[src/hw/rtl/lpr_pkg.sv]
package lpr_pkg;

	// Defaults for the top-level parameters
	localparam int MAX_FRAMES_DEF = 8;
	localparam int PAGE_BITS_DEF  = 16;

	// Fixed field widths
	localparam int CFG_W     = 4;
	localparam int SLOT_OUT_W = 3;
	localparam int FAULT_W   = 32;

	localparam logic [CFG_W-1:0] FRAMES_IN_USE_RST = CFG_W'(8);

	// Sequencer states, one-hot
	typedef enum logic [3:0] {
		S_IDLE  = 4'b0001,
		S_READ  = 4'b0010,
		S_DRAIN = 4'b0100,
		S_UPD   = 4'b1000
	} lpr_state_t;

endpackage

[src/hw/rtl/lpr_page_mem.sv]
module lpr_page_mem
	import lpr_pkg::*;
#(
	parameter int MAX_FRAMES = MAX_FRAMES_DEF,
	parameter int PAGE_BITS  = PAGE_BITS_DEF,
	localparam int SLOT_W    = $clog2(MAX_FRAMES)
) (
	input  logic                 clk,
	input  logic                 wr_en,
	input  logic [SLOT_W-1:0]    wr_addr,
	input  logic [PAGE_BITS-1:0] wr_data,
	input  logic                 rd_en,
	input  logic [SLOT_W-1:0]    rd_addr,
	output logic [PAGE_BITS-1:0] rd_data
);

	logic [PAGE_BITS-1:0] mem [MAX_FRAMES];

	always_ff @(posedge clk) begin
		if (wr_en) begin
			mem[wr_addr] <= wr_data;
		end
	end

	always_ff @(posedge clk) begin
		if (rd_en) begin
			rd_data <= mem[rd_addr];
		end
	end

endmodule

[src/hw/rtl/lpr_rank_file.sv]
module lpr_rank_file
	import lpr_pkg::*;
#(
	parameter int MAX_FRAMES = MAX_FRAMES_DEF,
	localparam int SLOT_W    = $clog2(MAX_FRAMES),
	localparam int FILL_W    = $clog2(MAX_FRAMES + 1)
) (
	input  logic              clk,
	input  logic              arst_n,
	// single read port
	input  logic [SLOT_W-1:0] rd_sel,
	output logic [SLOT_W-1:0] rd_rank,
	// touch: make slot most recent, age younger filled slots
	input  logic              touch_en,
	input  logic [SLOT_W-1:0] touch_slot,
	input  logic [SLOT_W-1:0] touch_old_rank,
	input  logic [FILL_W-1:0] filled
);

	logic [SLOT_W-1:0] rank_q [MAX_FRAMES];

	assign rd_rank = rank_q[rd_sel];

	always_ff @(posedge clk or negedge arst_n) begin
		if (!arst_n) begin
			for (int i = 0; i < MAX_FRAMES; i++) begin
				rank_q[i] <= '0;
			end
		end else if (touch_en) begin
			for (int i = 0; i < MAX_FRAMES; i++) begin
				if (SLOT_W'(i) == touch_slot) begin
					rank_q[i] <= '0;
				end else if (FILL_W'(i) < filled && rank_q[i] < touch_old_rank) begin
					rank_q[i] <= rank_q[i] + SLOT_W'(1);
				end
			end
		end
	end

endmodule

[src/hw/rtl/lru_page_replacement.sv]
// LRU page replacement unit.
//
// Request channel: in_valid / in_stall carry one page number per request.
// The unit drives in_stall high while a request is being worked on and takes
// the next one only once the previous result sits in the output register.
// Result channel: out_valid / out_stall carry hit, slot, evicted_valid,
// evicted_page and fault_count. A result waits in the output register while
// out_stall is high; the unit keeps scanning the next request meanwhile and
// holds its final update until the output register is free.
// Timing: resident pages live in a one-read-port page memory that is scanned
// one slot per cycle. An accepted request passes through the read state, one
// drain state and the update state, which writes the output register; with no
// slot filled it goes straight to the update state. Ranks sit in flip-flops
// next to the scan and are all updated together in the update state.
// Configuration: cfg_we writes frames_in_use from cfg_wdata; 0 acts as 1 and
// values above MAX_FRAMES act as MAX_FRAMES. Write it only while idle.
// Reset (arst_n low): no slot filled, fault count zero, frames_in_use = 8,
// no result pending. No clearing pass is needed; page memory is read only at
// filled slots.
module lru_page_replacement
	import lpr_pkg::*;
#(
	parameter int MAX_FRAMES = MAX_FRAMES_DEF,
	parameter int PAGE_BITS  = PAGE_BITS_DEF
) (
	input  logic                  clk,
	input  logic                  arst_n,
	// configuration
	input  logic                  cfg_we,
	input  logic [CFG_W-1:0]      cfg_wdata,
	// request channel
	input  logic                  in_valid,
	output logic                  in_stall,
	input  logic [PAGE_BITS-1:0]  page,
	// result channel
	output logic                  out_valid,
	input  logic                  out_stall,
	output logic                  hit,
	output logic [SLOT_OUT_W-1:0] slot,
	output logic                  evicted_valid,
	output logic [PAGE_BITS-1:0]  evicted_page,
	output logic [FAULT_W-1:0]    fault_count
);

	localparam int SLOT_W = $clog2(MAX_FRAMES);
	localparam int FILL_W = $clog2(MAX_FRAMES + 1);
	localparam int CMP_W  = (FILL_W > CFG_W) ? FILL_W : CFG_W;

	lpr_state_t state_q;

	logic [CFG_W-1:0]     frames_in_use_q;
	logic [FILL_W-1:0]    filled_q;
	logic [FAULT_W-1:0]   faults_q;

	// request being worked on
	logic [PAGE_BITS-1:0] page_q;
	logic [SLOT_W-1:0]    idx_q;
	logic                 hit_q;
	logic [SLOT_W-1:0]    hit_slot_q;
	logic [SLOT_W-1:0]    hit_rank_q;
	logic [SLOT_W-1:0]    lru_slot_q;
	logic [PAGE_BITS-1:0] ev_page_q;

	// compare stage behind the memory read
	logic                 rd_v_s1;
	logic [SLOT_W-1:0]    rd_idx_s1;

	// output register
	logic                  out_valid_q;
	logic                  hit_o_q;
	logic [SLOT_OUT_W-1:0] slot_o_q;
	logic                  ev_valid_o_q;
	logic [PAGE_BITS-1:0]  ev_page_o_q;
	logic [FAULT_W-1:0]    fault_o_q;

	logic                 in_acc;
	logic                 out_acc;
	logic                 commit;
	logic                 rd_en;
	logic                 last_rd;
	logic [PAGE_BITS-1:0] rd_data;
	logic [SLOT_W-1:0]    rd_rank;
	logic [FILL_W-1:0]    filled_m1;
	logic [CMP_W-1:0]     cfg_x;
	logic [CMP_W-1:0]     lim_x;
	logic                 can_fill;
	logic                 do_fill;
	logic                 do_repl;
	logic [SLOT_W-1:0]    slot_sel;
	logic [SLOT_W-1:0]    old_rank;
	logic [FAULT_W-1:0]   faults_nx;

	assign in_stall = (state_q != S_IDLE);
	assign in_acc   = in_valid && !in_stall;
	assign out_acc  = out_valid_q && !out_stall;
	assign commit   = (state_q == S_UPD) && (!out_valid_q || !out_stall);

	assign rd_en     = (state_q == S_READ);
	assign filled_m1 = filled_q - FILL_W'(1);
	assign last_rd   = (FILL_W'(idx_q) == filled_m1);

	// clamp frames_in_use to 1..MAX_FRAMES
	assign cfg_x = CMP_W'(frames_in_use_q);
	always_comb begin
		if (cfg_x == '0) begin
			lim_x = CMP_W'(1);
		end else if (cfg_x > CMP_W'(MAX_FRAMES)) begin
			lim_x = CMP_W'(MAX_FRAMES);
		end else begin
			lim_x = cfg_x;
		end
	end

	assign can_fill = CMP_W'(filled_q) < lim_x;
	assign do_fill  = !hit_q && can_fill;
	assign do_repl  = !hit_q && !can_fill;

	always_comb begin
		if (hit_q) begin
			slot_sel = hit_slot_q;
			old_rank = hit_rank_q;
		end else if (can_fill) begin
			slot_sel = SLOT_W'(filled_q);
			old_rank = SLOT_W'(filled_q);
		end else begin
			// full: the LRU slot holds the oldest rank
			slot_sel = lru_slot_q;
			old_rank = SLOT_W'(filled_m1);
		end
	end

	assign faults_nx = (!hit_q && faults_q != '1) ? faults_q + FAULT_W'(1) : faults_q;

	lpr_page_mem #(
		.MAX_FRAMES (MAX_FRAMES),
		.PAGE_BITS  (PAGE_BITS)
	) u_page_mem (
		.clk     (clk),
		.wr_en   (commit && !hit_q),
		.wr_addr (slot_sel),
		.wr_data (page_q),
		.rd_en   (rd_en),
		.rd_addr (idx_q),
		.rd_data (rd_data)
	);

	lpr_rank_file #(
		.MAX_FRAMES (MAX_FRAMES)
	) u_rank_file (
		.clk            (clk),
		.arst_n         (arst_n),
		.rd_sel         (rd_idx_s1),
		.rd_rank        (rd_rank),
		.touch_en       (commit),
		.touch_slot     (slot_sel),
		.touch_old_rank (old_rank),
		.filled         (filled_q)
	);

	// sequencer
	always_ff @(posedge clk or negedge arst_n) begin
		if (!arst_n) begin
			state_q <= S_IDLE;
			idx_q   <= '0;
			rd_v_s1 <= 1'b0;
		end else begin
			rd_v_s1 <= rd_en;
			unique case (state_q)
				S_IDLE: begin
					if (in_acc) begin
						idx_q   <= '0;
						state_q <= (filled_q == '0) ? S_UPD : S_READ;
					end
				end
				S_READ: begin
					idx_q <= idx_q + SLOT_W'(1);
					if (last_rd) begin
						state_q <= S_DRAIN;
					end
				end
				S_DRAIN: begin
					state_q <= S_UPD;
				end
				S_UPD: begin
					if (commit) begin
						state_q <= S_IDLE;
					end
				end
				default: begin
					state_q <= S_IDLE;
				end
			endcase
		end
	end

	// request payload and scan results
	always_ff @(posedge clk) begin
		rd_idx_s1 <= idx_q;
		if (in_acc) begin
			page_q <= page;
		end
		if (rd_v_s1) begin
			if (rd_data == page_q) begin
				hit_slot_q <= rd_idx_s1;
				hit_rank_q <= rd_rank;
			end
			if (FILL_W'(rd_rank) == filled_m1) begin
				lru_slot_q <= rd_idx_s1;
				ev_page_q  <= rd_data;
			end
		end
	end

	always_ff @(posedge clk or negedge arst_n) begin
		if (!arst_n) begin
			hit_q <= 1'b0;
		end else if (in_acc) begin
			hit_q <= 1'b0;
		end else if (rd_v_s1 && rd_data == page_q) begin
			hit_q <= 1'b1;
		end
	end

	// architectural state
	always_ff @(posedge clk or negedge arst_n) begin
		if (!arst_n) begin
			frames_in_use_q <= FRAMES_IN_USE_RST;
			filled_q        <= '0;
			faults_q        <= '0;
		end else begin
			if (cfg_we) begin
				frames_in_use_q <= cfg_wdata;
			end
			if (commit) begin
				faults_q <= faults_nx;
				if (do_fill) begin
					filled_q <= filled_q + FILL_W'(1);
				end
			end
		end
	end

	// output register
	always_ff @(posedge clk or negedge arst_n) begin
		if (!arst_n) begin
			out_valid_q <= 1'b0;
		end else if (commit) begin
			out_valid_q <= 1'b1;
		end else if (out_acc) begin
			out_valid_q <= 1'b0;
		end
	end

	always_ff @(posedge clk) begin
		if (commit) begin
			hit_o_q      <= hit_q;
			slot_o_q     <= SLOT_OUT_W'(slot_sel);
			ev_valid_o_q <= do_repl;
			ev_page_o_q  <= do_repl ? ev_page_q : '0;
			fault_o_q    <= faults_nx;
		end
	end

	assign out_valid     = out_valid_q;
	assign hit           = hit_o_q;
	assign slot          = slot_o_q;
	assign evicted_valid = ev_valid_o_q;
	assign evicted_page  = ev_page_o_q;
	assign fault_count   = fault_o_q;

	// filled count never passes the built frame count
	a_filled_max: assert property (@(posedge clk) disable iff (!arst_n)
		filled_q <= FILL_W'(MAX_FRAMES))
		else $error("filled count above MAX_FRAMES");

	// a miss below saturation bumps the fault count by exactly one
	a_fault_inc: assert property (@(posedge clk) disable iff (!arst_n)
		(commit && !hit_q && faults_q != '1) |=> faults_q == $past(faults_q) + FAULT_W'(1))
		else $error("fault count not incremented on miss");

	// an update never overwrites a result still waiting on the output
	a_no_overrun: assert property (@(posedge clk) disable iff (!arst_n)
		(out_valid_q && out_stall) |-> !commit)
		else $error("result overwritten while stalled");

endmodule

[config.mk]
export PLATFORM = sky130hd
export DESIGN_NAME = lru_page_replacement
export DESIGN_NICKNAME = d
export VERILOG_FILES = /design/src/hw/rtl/lpr_pkg.sv /design/src/hw/rtl/lpr_page_mem.sv /design/src/hw/rtl/lpr_rank_file.sv /design/src/hw/rtl/lru_page_replacement.sv
export SDC_FILE = /design/constraint.sdc
export NUM_CORES = 1
export LEC_CHECK = 0
export BUFFER_PORTS_ARGS = -buffer_cell sky130_fd_sc_hd__buf_2
export CAP_MARGIN = 5
export CORE_ASPECT_RATIO = 2
export CORE_MARGIN = 4
export CORE_UTILIZATION = 32
export CTS_CLUSTER_SIZE = 14
export DETAILED_ROUTE_END_ITERATION = 7
export GPL_TIMING_DRIVEN = 0
export PLACE_DENSITY_LB_ADDON = 0.15
export SYNTH_ARGS = -nofsm -noshare
export SYNTH_HDL_FRONTEND = slang
export SYNTH_SLANG_ARGS = --single-unit
[constraint.sdc]
create_clock -name clk -period 4.7 [get_ports clk]
set_input_delay 0.705 -clock clk [delete_from_list [all_inputs] [get_ports clk]]
set_output_delay 0.705 -clock clk [all_outputs]
set_load 0.1 [all_outputs]
# [After elaboration in Yosys (flattened, before gate mapping)]
# Memories as Yosys holds them, arrays and structs flattened. A register that Yosys moved wholly into a read port is not among the register bits.
# Index checks and enable logic that the tools add are counted.
# W data, S select, Z words.
[word_totals] regBits=171 ram_bits=128 input_bits=25 out_inout_bits=55 word_cells=167 n_memories=1
[classes] add_sub_neg=12 order_cmp=19 eq_ne=19 n_mux=39 bitwise=1 reduce_logical=49
[memory_table] memory="u_page_mem.mem" words=8 width=16 rd=1 rd_ports_with_merged_regs=1 wr=1 line_no="lpr_page_mem.sv:17" rtl="logic [PAGE_BITS-1:0] mem [MAX_FRAMES];"
[ops] cell="$mux W3" count=23
[ops] cell="$add A32 B1 Y32 const B" count=1
[ops] cell="$mux W32" count=1
[ops] cell="$ne A32 B32 Y1 const B" count=1
[ops] cell="$add A3 B1 Y3 const B" count=9
[ops] cell="$lt A3 B3 Y1" count=8
[ops] cell="$mux W4" count=6
[ops] cell="$reduce_and A2 Y1" count=12
[ops] cell="$reduce_bool A2 Y1" count=11
[ops] cell="$eq A16 B16 Y1" count=1
[ops] cell="$logic_and A1 B1 Y1" count=16
[ops] cell="$lt A3 B4 Y1 const A" count=4
[ops] cell="$pmux W4 S4" count=1
[ops] cell="$eq A3 B3 Y1 const A" count=4
[ops] cell="$bmux W3 S3" count=1
[ops] cell="$eq A3 B4 Y1" count=2
[ops] cell="$logic_not A4 Y1" count=2
[ops] cell="$lt A1 B4 Y1 const A" count=2
[ops] cell="$lt A2 B4 Y1 const A" count=2
[ops] cell="$eq A2 B3 Y1 const A" count=2
[ops] cell="$mux W1" count=6
[ops] cell="$pmux W3 S2" count=1
[ops] cell="$logic_not A1 Y1" count=5
[ops] cell="$add A4 B1 Y4 const B" count=1
[ops] cell="other kinds (16)" count=17

# [Longest topological paths before layout]
# Gate-level depths: netlist of the first run.
[logic_depth] depth_word=10 depth_mapped=12 depth_no_buf=12

# [By module]
# From an unflattened synthesis of the first run, not the netlist that was laid out.
[hier_totals] cells_unflattened=918 hier_area_um2=13949.6
[by_module_without_submodules] mod="lru_page_replacement" n_inst=1 cells_per_inst=506 area_each_um2=6556.3 seq_area_each_um2=4136.5
[by_module_without_submodules] mod="lpr_page_mem" n_inst=1 cells_per_inst=214 area_each_um2=5454.0 seq_area_each_um2=4324.1
[by_module_without_submodules] mod="lpr_rank_file" n_inst=1 cells_per_inst=198 area_each_um2=1939.4 seq_area_each_um2=600.6

# [Worst setup path before layout of the first run]
# No wires, ideal clock.
[synth_timing] path_kind="register -> register" from="reg rd_idx_s1[0]" to="reg ev_page_q[0], enable pin" setup_time_ps=451 t_arrival_ps=3998 required_time_ps=4249 path_slack_ps=251 path_stages_with_launch=7 n_path_buf=1 synth_period_minus_slack_ps=4449 path_cell_list="dfxtp_1 > buf_2 > mux4_2 > mux2_2 > xnor2_1 > or3b_2 > nor4b_1"
[synth_between] elab_chain_len=6
[synth_rtl] item="from (decl)" line_no="lru_page_replacement.sv:66" rtl="logic [SLOT_W-1:0] rd_idx_s1;"
[synth_rtl] item="from (signal assigned)" line_no="lru_page_replacement.sv:198" rtl="rd_idx_s1 <= idx_q;"
[synth_rtl] item="$not A3 Y4 (implied by the code)" line_no="lpr_rank_file.sv:22" rtl="assign rd_rank = rank_q[rd_sel];"
[synth_rtl] item="$bmux W3 S3" line_no="lpr_rank_file.sv:22"
[synth_rtl] item="$mux W3 (implied by the code) (2 in a row)" line_no="lpr_rank_file.sv:22"
[synth_rtl] item="named net rd_rank[2]" line_no="lru_page_replacement.sv:82" rtl="logic [SLOT_W-1:0] rd_rank;"
[synth_rtl] item="$eq A3 B4 Y1" line_no="lru_page_replacement.sv:207" rtl="if (FILL_W'(rd_rank) == filled_m1) begin"
[synth_rtl] item="$reduce_and A2 Y1 (no line)"
[synth_rtl] item="to (signal assigned)" line_no="lru_page_replacement.sv:209" rtl="ev_page_q <= rd_data;"
[synth_rtl] item="to (decl)" line_no="lru_page_replacement.sv:62" rtl="logic [PAGE_BITS-1:0] ev_page_q;"
# The timed path passes the listed nets, and every way through them passes these cells. The select of a mux whose other input is x is not followed.
# A chain may end at the register's enable or synchronous reset.

# [Worst setup path in the final report of the first run]
[layout_timing] from="reg frames_in_use_q[3] (netlist: cfg_x[3])" to="mem u_page_mem.mem[0][6] (netlist bit), enable pin"
[layout_between] elab_chain_len=6 elab_cells_between_ends=7 classes_between="2 x order compare; 4 x mux; 1 x reduce/logical"
[layout_rtl] item="from (decl)" line_no="lru_page_replacement.sv:51" rtl="logic [CFG_W-1:0] frames_in_use_q;"
[layout_rtl] item="from (signal assigned)" line_no="lru_page_replacement.sv:232" rtl="frames_in_use_q <= cfg_wdata;"
[layout_rtl] item="$gt A4 B4 Y1" line_no="lru_page_replacement.sv:107" rtl="end else if (cfg_x > CMP_W'(MAX_FRAMES)) begin"
[layout_rtl] item="$mux W4" line_no="lru_page_replacement.sv:107"
[layout_rtl] item="$mux W4 (*)" line_no="lru_page_replacement.sv:105" rtl="if (cfg_x == '0) begin"
[layout_rtl] item="$lt A4 B4 Y1 (*)" line_no="lru_page_replacement.sv:114" rtl="assign can_fill = CMP_W'(filled_q) < lim_x;"
[layout_rtl] item="$mux W3 (*)" line_no="lru_page_replacement.sv:122" rtl="end else if (can_fill) begin"
[layout_rtl] item="$mux W3 (*)" line_no="lru_page_replacement.sv:119" rtl="if (hit_q) begin"
[layout_rtl] item="named net slot_sel[1]" line_no="lru_page_replacement.sv:89" rtl="logic [SLOT_W-1:0] slot_sel;"
[layout_rtl] item="to (decl)" line_no="lpr_page_mem.sv:17"
# Mark *: on every way through the listed nets, which the timed path passes. The rest lies on a longest branch.

==> results of run 1 <==
==> sequential cells by signal (all words and copies together), names as in the netlist, 4 cells and up <==
signal              flops
state_q                 4
evicted_page           16
u_rank_file.rank_q     24
fault_count            32
page_q                 16
faults_q               32
ev_page_q              16
u_page_mem.mem        128
u_page_mem.rd_data     16
cfg_x                   4
filled_q                4
==> critical path, delay by kind of cell (launching register included) <==
family / cells / cell delay, ns
AOI/OAI and AO/OA: 4 / 0.99
DFF: 1 / 0.55
buffers and inverters: 2 / 0.27
and+or+nand+nor: 3 / 1.68
adders and majority gates: 1 / 0.23
==> cells in the final DEF, fill, tap and decap left out, types with 10 or more instances in the layout <==
cell type / count
a21oi_1: 20
and2_1: 23
buf_2: 88
clkbuf_1: 20
clkbuf_16: 29
dfrtp_1: 72
edfxtp_1: 238
ha_1: 16
inv_1: 24
mux2_2: 24
mux4_2: 38
nand2_1: 69
nand2b_1: 10
nand3_1: 41
nand4_1: 14
nor2_1: 47
nor3_1: 15
o21ai_0: 21
xnor2_1: 55
xor2_1: 32
==> how the worst max path moves through the flow <==
stage	startpoint	to	slack (ns)	cells after the start
2_1_floorplan	rd_idx_s1[0]	ev_page_q[0]	0.25	6
3_3_place_gp	rd_idx_s1[0]	ev_page_q[7]	-2.21	6
3_5_place_dp	cfg_x[3]	u_page_mem.mem[0][8]	0.58	10
4_1_cts	cfg_x[3]	u_page_mem.mem[0][6]	0.56	10
5_1_grt	cfg_x[3]	u_page_mem.mem[0][12]	0.31	10
6_report	cfg_x[3]	u_page_mem.mem[0][6]	0.57	10
==> metrics by stage <==
step | cell area (um2) | TNS (ns) | setup WS (ns) | hold WS [ns]
floorplan | 13600 | 0 | 0.251 | 0.345
global placement | 14700 | -123.50 | -2.21 | 0.354
finish | 15800 | 0 | 0.568 | 0.101
CTS | 15800 | 0 | 0.564 | 0.105
detailed placement | 15000 | 0 | 0.580 | 0.358
global route | 15800 | 0 | 0.307 | 0.133
==> cells by family after synthesis <==
family,share of synthesized area
flip-flops,0.664
AND/OR/NAND/NOR,0.102
AO/OA/AOI/OAI,0.0554
XOR/XNOR,0.0559
multiplexers,0.0891
buffers and inverters,0.0189
adder cells (fa/ha/maj),0.0147
==> power breakdown <==
| part | switching [mW] | total, mW | internal (mW) |
|---|---|---|---|
| combinational | 1.72 | 2.62 | 0.908 |
| clock | 1.03 | 2.25 | 1.22 |
| sequential | 0.251 | 3.63 | 3.38 |
| total | 3.00 | 8.50 | 5.50 |
==> cell type report <==
cell class	instances	area, um2
well taps	540	676
inverters	26	98.8
multi-input cells	547	4360
flip-flops and latches	315	9060
clock buffers	37	776
fillers	4014	26200
plain buffers	36	163
clock inverters	14	100
repair buffers	94	607
==> layer usage <==
layer | track usage | share of wire
met1 | 0.147 | 0.34
met4 | 0.0566 | 0.039
met2 | 0.305 | 0.59
met3 | 0.0173 | 0.033
met5 | 0 | 0
==> flow_summary.yaml, run 1 <==
synthesis:
  synthFlopType: "edfxtp_1"
  netlist.area_leader.share: 0.524
  yosysTopAreaCell: "edfxtp_1"
  synth_common_cells: "238 x edfxtp_1, 72 x dfrtp_1, 69 x nand2_1, 55 x xnor2_1, 52 x nor2_1"
  ys_ff_latch: 315
  synthMostInstantiatedCell: "edfxtp_1"
  async_flop_share: 0.235
  synthDistinctLibCells: 73
  synthTopCellsByArea: "edfxtp_1 52%, dfrtp_1 13%, mux4_2 6.3%"
  netlist_area_um2: 13600
  yosysWarnings: 0
  synthCells: 924
  synth.avg_cell_area_um2: 14.8
  syn_nets: 965
  synth_edf_count: 238
  ys_seq_area_frac: 0.664
timing:
  period_needed_ns: 4.13
  max_freq_mhz: 242
  setup_viol: 0
  drv_slew: 0
  finClkSkew_ns: 0.0209
  period_share: 0.879
  tightest_slew_ns: 1.13
  slew_headroom: 0.244
  hold_violations: 0
  rsz0062_at_grt: "no"
final_layout:
  fin_util: 0.377
  diodes: 0
  drive_gt1_frac: 0.233
  syn2layout_area_growth_pct: 16.1
  nets: 1090
  finalNonFillerCells: 1609
critical_path:
  critical_path.cell_chain: "inv_1 > nand2_1 > ha_1 > o211ai_1 > a21oi_1 > o21ai_0 > a31o_2 > inv_1 > nor4_1 > and2_1"
  path_max_fanout: 16
  r2r-start: "cfg_x[3]"
  r2r_cells: 10
  worstPathArrival_ns: 4.31
  slowest_stage: "and2_1"
  criticalPathCategory: "reg -> reg"
  cpMostUsedCell: "inv_1"
  r2r_slack_ns: 0.57
  max_stage_delay_ns: 0.96
  start_kind: "register"
  cp_data_required_time_ns: 4.88
  r2r_end: "u_page_mem.mem[0][6]"
  end_kind: "register"
clock_network:
  clk_path_buf_depth: 3
  clkLatencyLatePin_ns: 0.57
  clkTransAtPathRegs_ns: 0.06
  cts-root-buf: "clkbuf_16"
  ctsHoldBuffers: 0
  tritoncts: "built"
  cts.sinks: 315
  htree_levels: 1
  postCtsSetupBuffers: 0
  ctsResizeCount: 0
  cts-buffers-inserted: 29
run:
  cap_violations: 0
drt:
  wl_mm: 34.3
  via_per_inst: 4.95
  via_count: 7965
  ant_nets: 0
  drcViolationCount: 0
  drt-initial-drc-count: 395
  first_pass_iters: 5
  wl_per_cell_um: 21.3
placement:
  place.gp.congestion: 0.822
  dp_hpwl_mm: 24.9
  io_buffer_count: 79
  placed_cells: 1558
floorplanning:
  die_w_um: 154
  core_area_um2: 42000
  die_area_um2: 46200
  initial_core_util: 0.325
  die_y_um: 300
  ios: 80
  rows: 106
min_path:
  min_path_type: "in -> async"
global_routing:
  overflow: 0
  grt_max_degree: 50
  grt_pass1_wl_mm: 52.0
  grtUsageTotal: 0.148
  grt_antenna_before_repair: 0
  grt_pass1_vias: 8530
run_status:
  outcome: "finished clean"
power_and_ir_drop:
  p_leak_nw: 5.72
  power_mw: 8.50
  peakVddDrop_mv: 0.356
  power_density_nw_per_um2: 537
Note: power is estimated with default switching activity, not from simulation.
==> run 2, diff against run 1 <==
--- a/config.mk
+++ b/config.mk
@@ -16,4 +16,5 @@
 export PLACE_DENSITY_LB_ADDON = 0.15
 export SYNTH_ARGS = -nofsm -noshare
 export SYNTH_HDL_FRONTEND = slang
+export SYNTH_HIERARCHICAL = 1
 export SYNTH_SLANG_ARGS = --single-unit
==> run 2 against run 1 <==
Sequential share of layout area is 1.6 points lower. Count of clock-buffer cells in the layout increased by 3. Die area grew 2.2%. Synthesized cell count decreased by 0.65%. Clock power grew 7%. Largest power group unchanged. Combinational power is 54% lower.
==> flow_summary.yaml, run 2 <==
synthesis:
  synthDistinctLibCells: 75
  yosysTopAreaCell: "edfxtp_1"
  synthMostInstantiatedCell: "edfxtp_1"
  yosysWarnings: 6
  synth_edf_count: 238
  async_flop_share: 0.235
  synth_common_cells: "238 x edfxtp_1, 72 x dfrtp_1, 65 x nand2_1, 49 x xnor2_1, 41 x xor2_1"
  ys_seq_area_frac: 0.650
  synth.avg_cell_area_um2: 15.2
  syn_nets: 974
  synthCells: 918
  synthFlopType: "edfxtp_1"
  netlist_area_um2: 13900
  netlist.area_leader.share: 0.512
  synthTopCellsByArea: "edfxtp_1 51%, dfrtp_1 13%, mux4_1 5.3%"
  ys_ff_latch: 315
final_layout:
  finalNonFillerCells: 1615
  multi_input_area_um2: 4660
  final_area_um2: 16300
  nFillCells: 4137
  syn2layout_area_growth_pct: 16.9
  drive_gt1_frac: 0.215
  nets: 1099
  ff_latch_area_um2: 9060
  mostFrequentLayoutCells: "238 x edfxtp_1, 83 x buf_2, 72 x dfrtp_1, 65 x nand2_1, 49 x xnor2_1"
  regMostFlops: "u_page_mem/mem"
  largest_reg_flops: 128
  layout_commonest_cell: "edfxtp_1"
  diodes: 0
placement:
  placement.cell_area_um2: 15300
  placed_cells: 1561
  place_ws_ns: 0.0518
  io_buffer_count: 79
  dp_hpwl_mm: 26.0
  place.gp.congestion: 0.818
clock_network:
  clkLatencyLatePin_ns: 0.59
  ctsHoldBuffers: 0
  htree_levels: 1
  cts.sinks: 315
  clkTransAtPathRegs_ns: 0.07
  tritoncts: "built"
  clk_path_buf_depth: 3
  cts-root-buf: "clkbuf_16"
  cts-buffers-inserted: 30
floorplanning:
  die_y_um: 303
  die_area_um2: 47200
  core_area_um2: 43200
  initial_core_util: 0.323
  rows: 108
  die_w_um: 156
  ios: 80
timing:
  hold_violations: 0
  tns_ns: 0
  max_freq_mhz: 241
  setup_viol: 0
  rsz0062_at_grt: "no"
  tightest_slew_ns: 0.974
  timing.hold.ws_ns: 0.108
  period_needed_ns: 4.15
  period_share: 0.883
  finClkSkew_ns: 0.0304
  drv_slew: 0
  slew_headroom: 0.350
  layout_setup_ws_ns: 0.552
critical_path:
  cp_num_buf_inv: 3
  max_stage_delay_ns: 0.61
  critPathLaunch: "filled_q[3]"
  crit_family: "compound AO/OA/AOI/OAI gates"
  worstPathArrival_ns: 4.61
  cpMostUsedCell: "clkbuf_1"
  r2r-start: "filled_q[3]"
  end_kind: "register"
  cp_data_required_time_ns: 5.16
  critical_path.cell_chain: "ha_1 > o21a_1 > nor2_1 > a21oi_2 > clkbuf_1 > a21oi_1 > a2bb2oi_1 > clkbuf_1 > and3b_1 > nand2b_1 > inv_1 > a32o_1"
  r2r_slack_ns: 0.55
  criticalPathCategory: "reg -> reg"
  slowest_stage: "dfrtp_1"
  path_max_fanout: 11
  start_kind: "register"
power_and_ir_drop:
  peakVddDrop_mv: 0.338
  p_leak_nw: 5.95
  power_density_nw_per_um2: 431
global_routing:
  grt_pass1_wl_mm: 53.6
  grt_max_degree: 60
  overflow: 0
  grt_pass1_vias: 8671
  grtUsageTotal: 0.151
  grt_antenna_before_repair: 0
drt:
  first_pass_iters: 4
  ant_nets: 0
  top_layer: "met4"
  met1_length_mm: 12.1
  wl_per_cell_um: 22.0
  drt-initial-drc-count: 418
  via_per_inst: 4.99
  drcViolationCount: 0
  wl_met2_mm: 20.7
  wl_mm: 35.5
  via_count: 8058
  wl_met3_mm: 1.02
run:
  cap_violations: 0
min_path:
  min_path_type: "in -> async"
run_status:
  outcome: "finished clean"
run 2: power breakdown:
group          switching [mW]  internal, mW
registers               0.185          3.22
clock network            1.06          1.35
logic                   0.719         0.485
run 2: cells by family (layout without fill, tap and decap cells):
kind of cell	count (synthesis)	count (layout)	share of synthesized area
multiplexers	70	70	0.0944
adder cells (fa/ha/maj)	31	31	0.0278
XOR/XNOR	90	90	0.0565
AND/OR/NAND/NOR	280	280	0.109
AO/OA/AOI/OAI	75	75	0.0424
flip-flops	315	315	0.650
buffers and inverters	57	204	0.0204
run 2: final cells by class:
type                    instances  share of cell area
plain buffers                  36              0.0127
clock buffers                  40              0.0508
clock inverters                14             0.00882
inverters                      21             0.00499
multi-input cells             546               0.286
flip-flops and latches        315               0.556
well taps                     550              0.0422
repair buffers                 93              0.0389
run 2: what timing repair did:
item,4_1_cts,5_1_grt
buffers inserted,0,0
gates resized for setup,1,1
setup endpoints to repair,2,31
run 2: worst paths after layout:
path,cells after the start,to
hold reg to reg,0,hit_slot_q[0]
hold / removal,1,u_rank_file/rank_q[0]
max in group asynchronous,2,state_q[0]
setup / recovery,12,u_rank_file/rank_q[13]
min in group clk,1,page_q[7]
setup reg to reg,12,u_rank_file/rank_q[13]
run 2: through the flow:
step | total power [mW] | util
finish | 7.02 | 0.377
global route | 7.34 | 0.377
CTS | 7.14 | 0.377
detailed placement | 4.69 | 0.354
global placement | 4.66 | 0.348
floorplan | 4.23 | -
run 2: worst reg2reg max path, stage by stage (launching register included):
cell and delay (ns):
dfrtp_1 0.61, ha_1 0.40, o21a_1 0.13, nor2_1 0.05, a21oi_2 0.41, clkbuf_1 0.47
a21oi_1 0.13, a2bb2oi_1 0.59, clkbuf_1 0.46, and3b_1 0.29, nand2b_1 0.14, inv_1 0.07
a32o_1 0.25
run 2: routing by layer:
layer,vias to the layer above,GRT usage
met2,165,0.309
met5,-,0
met3,73,0.0158
met1,4052,0.148
met4,0,0.0686
li1,3768,-
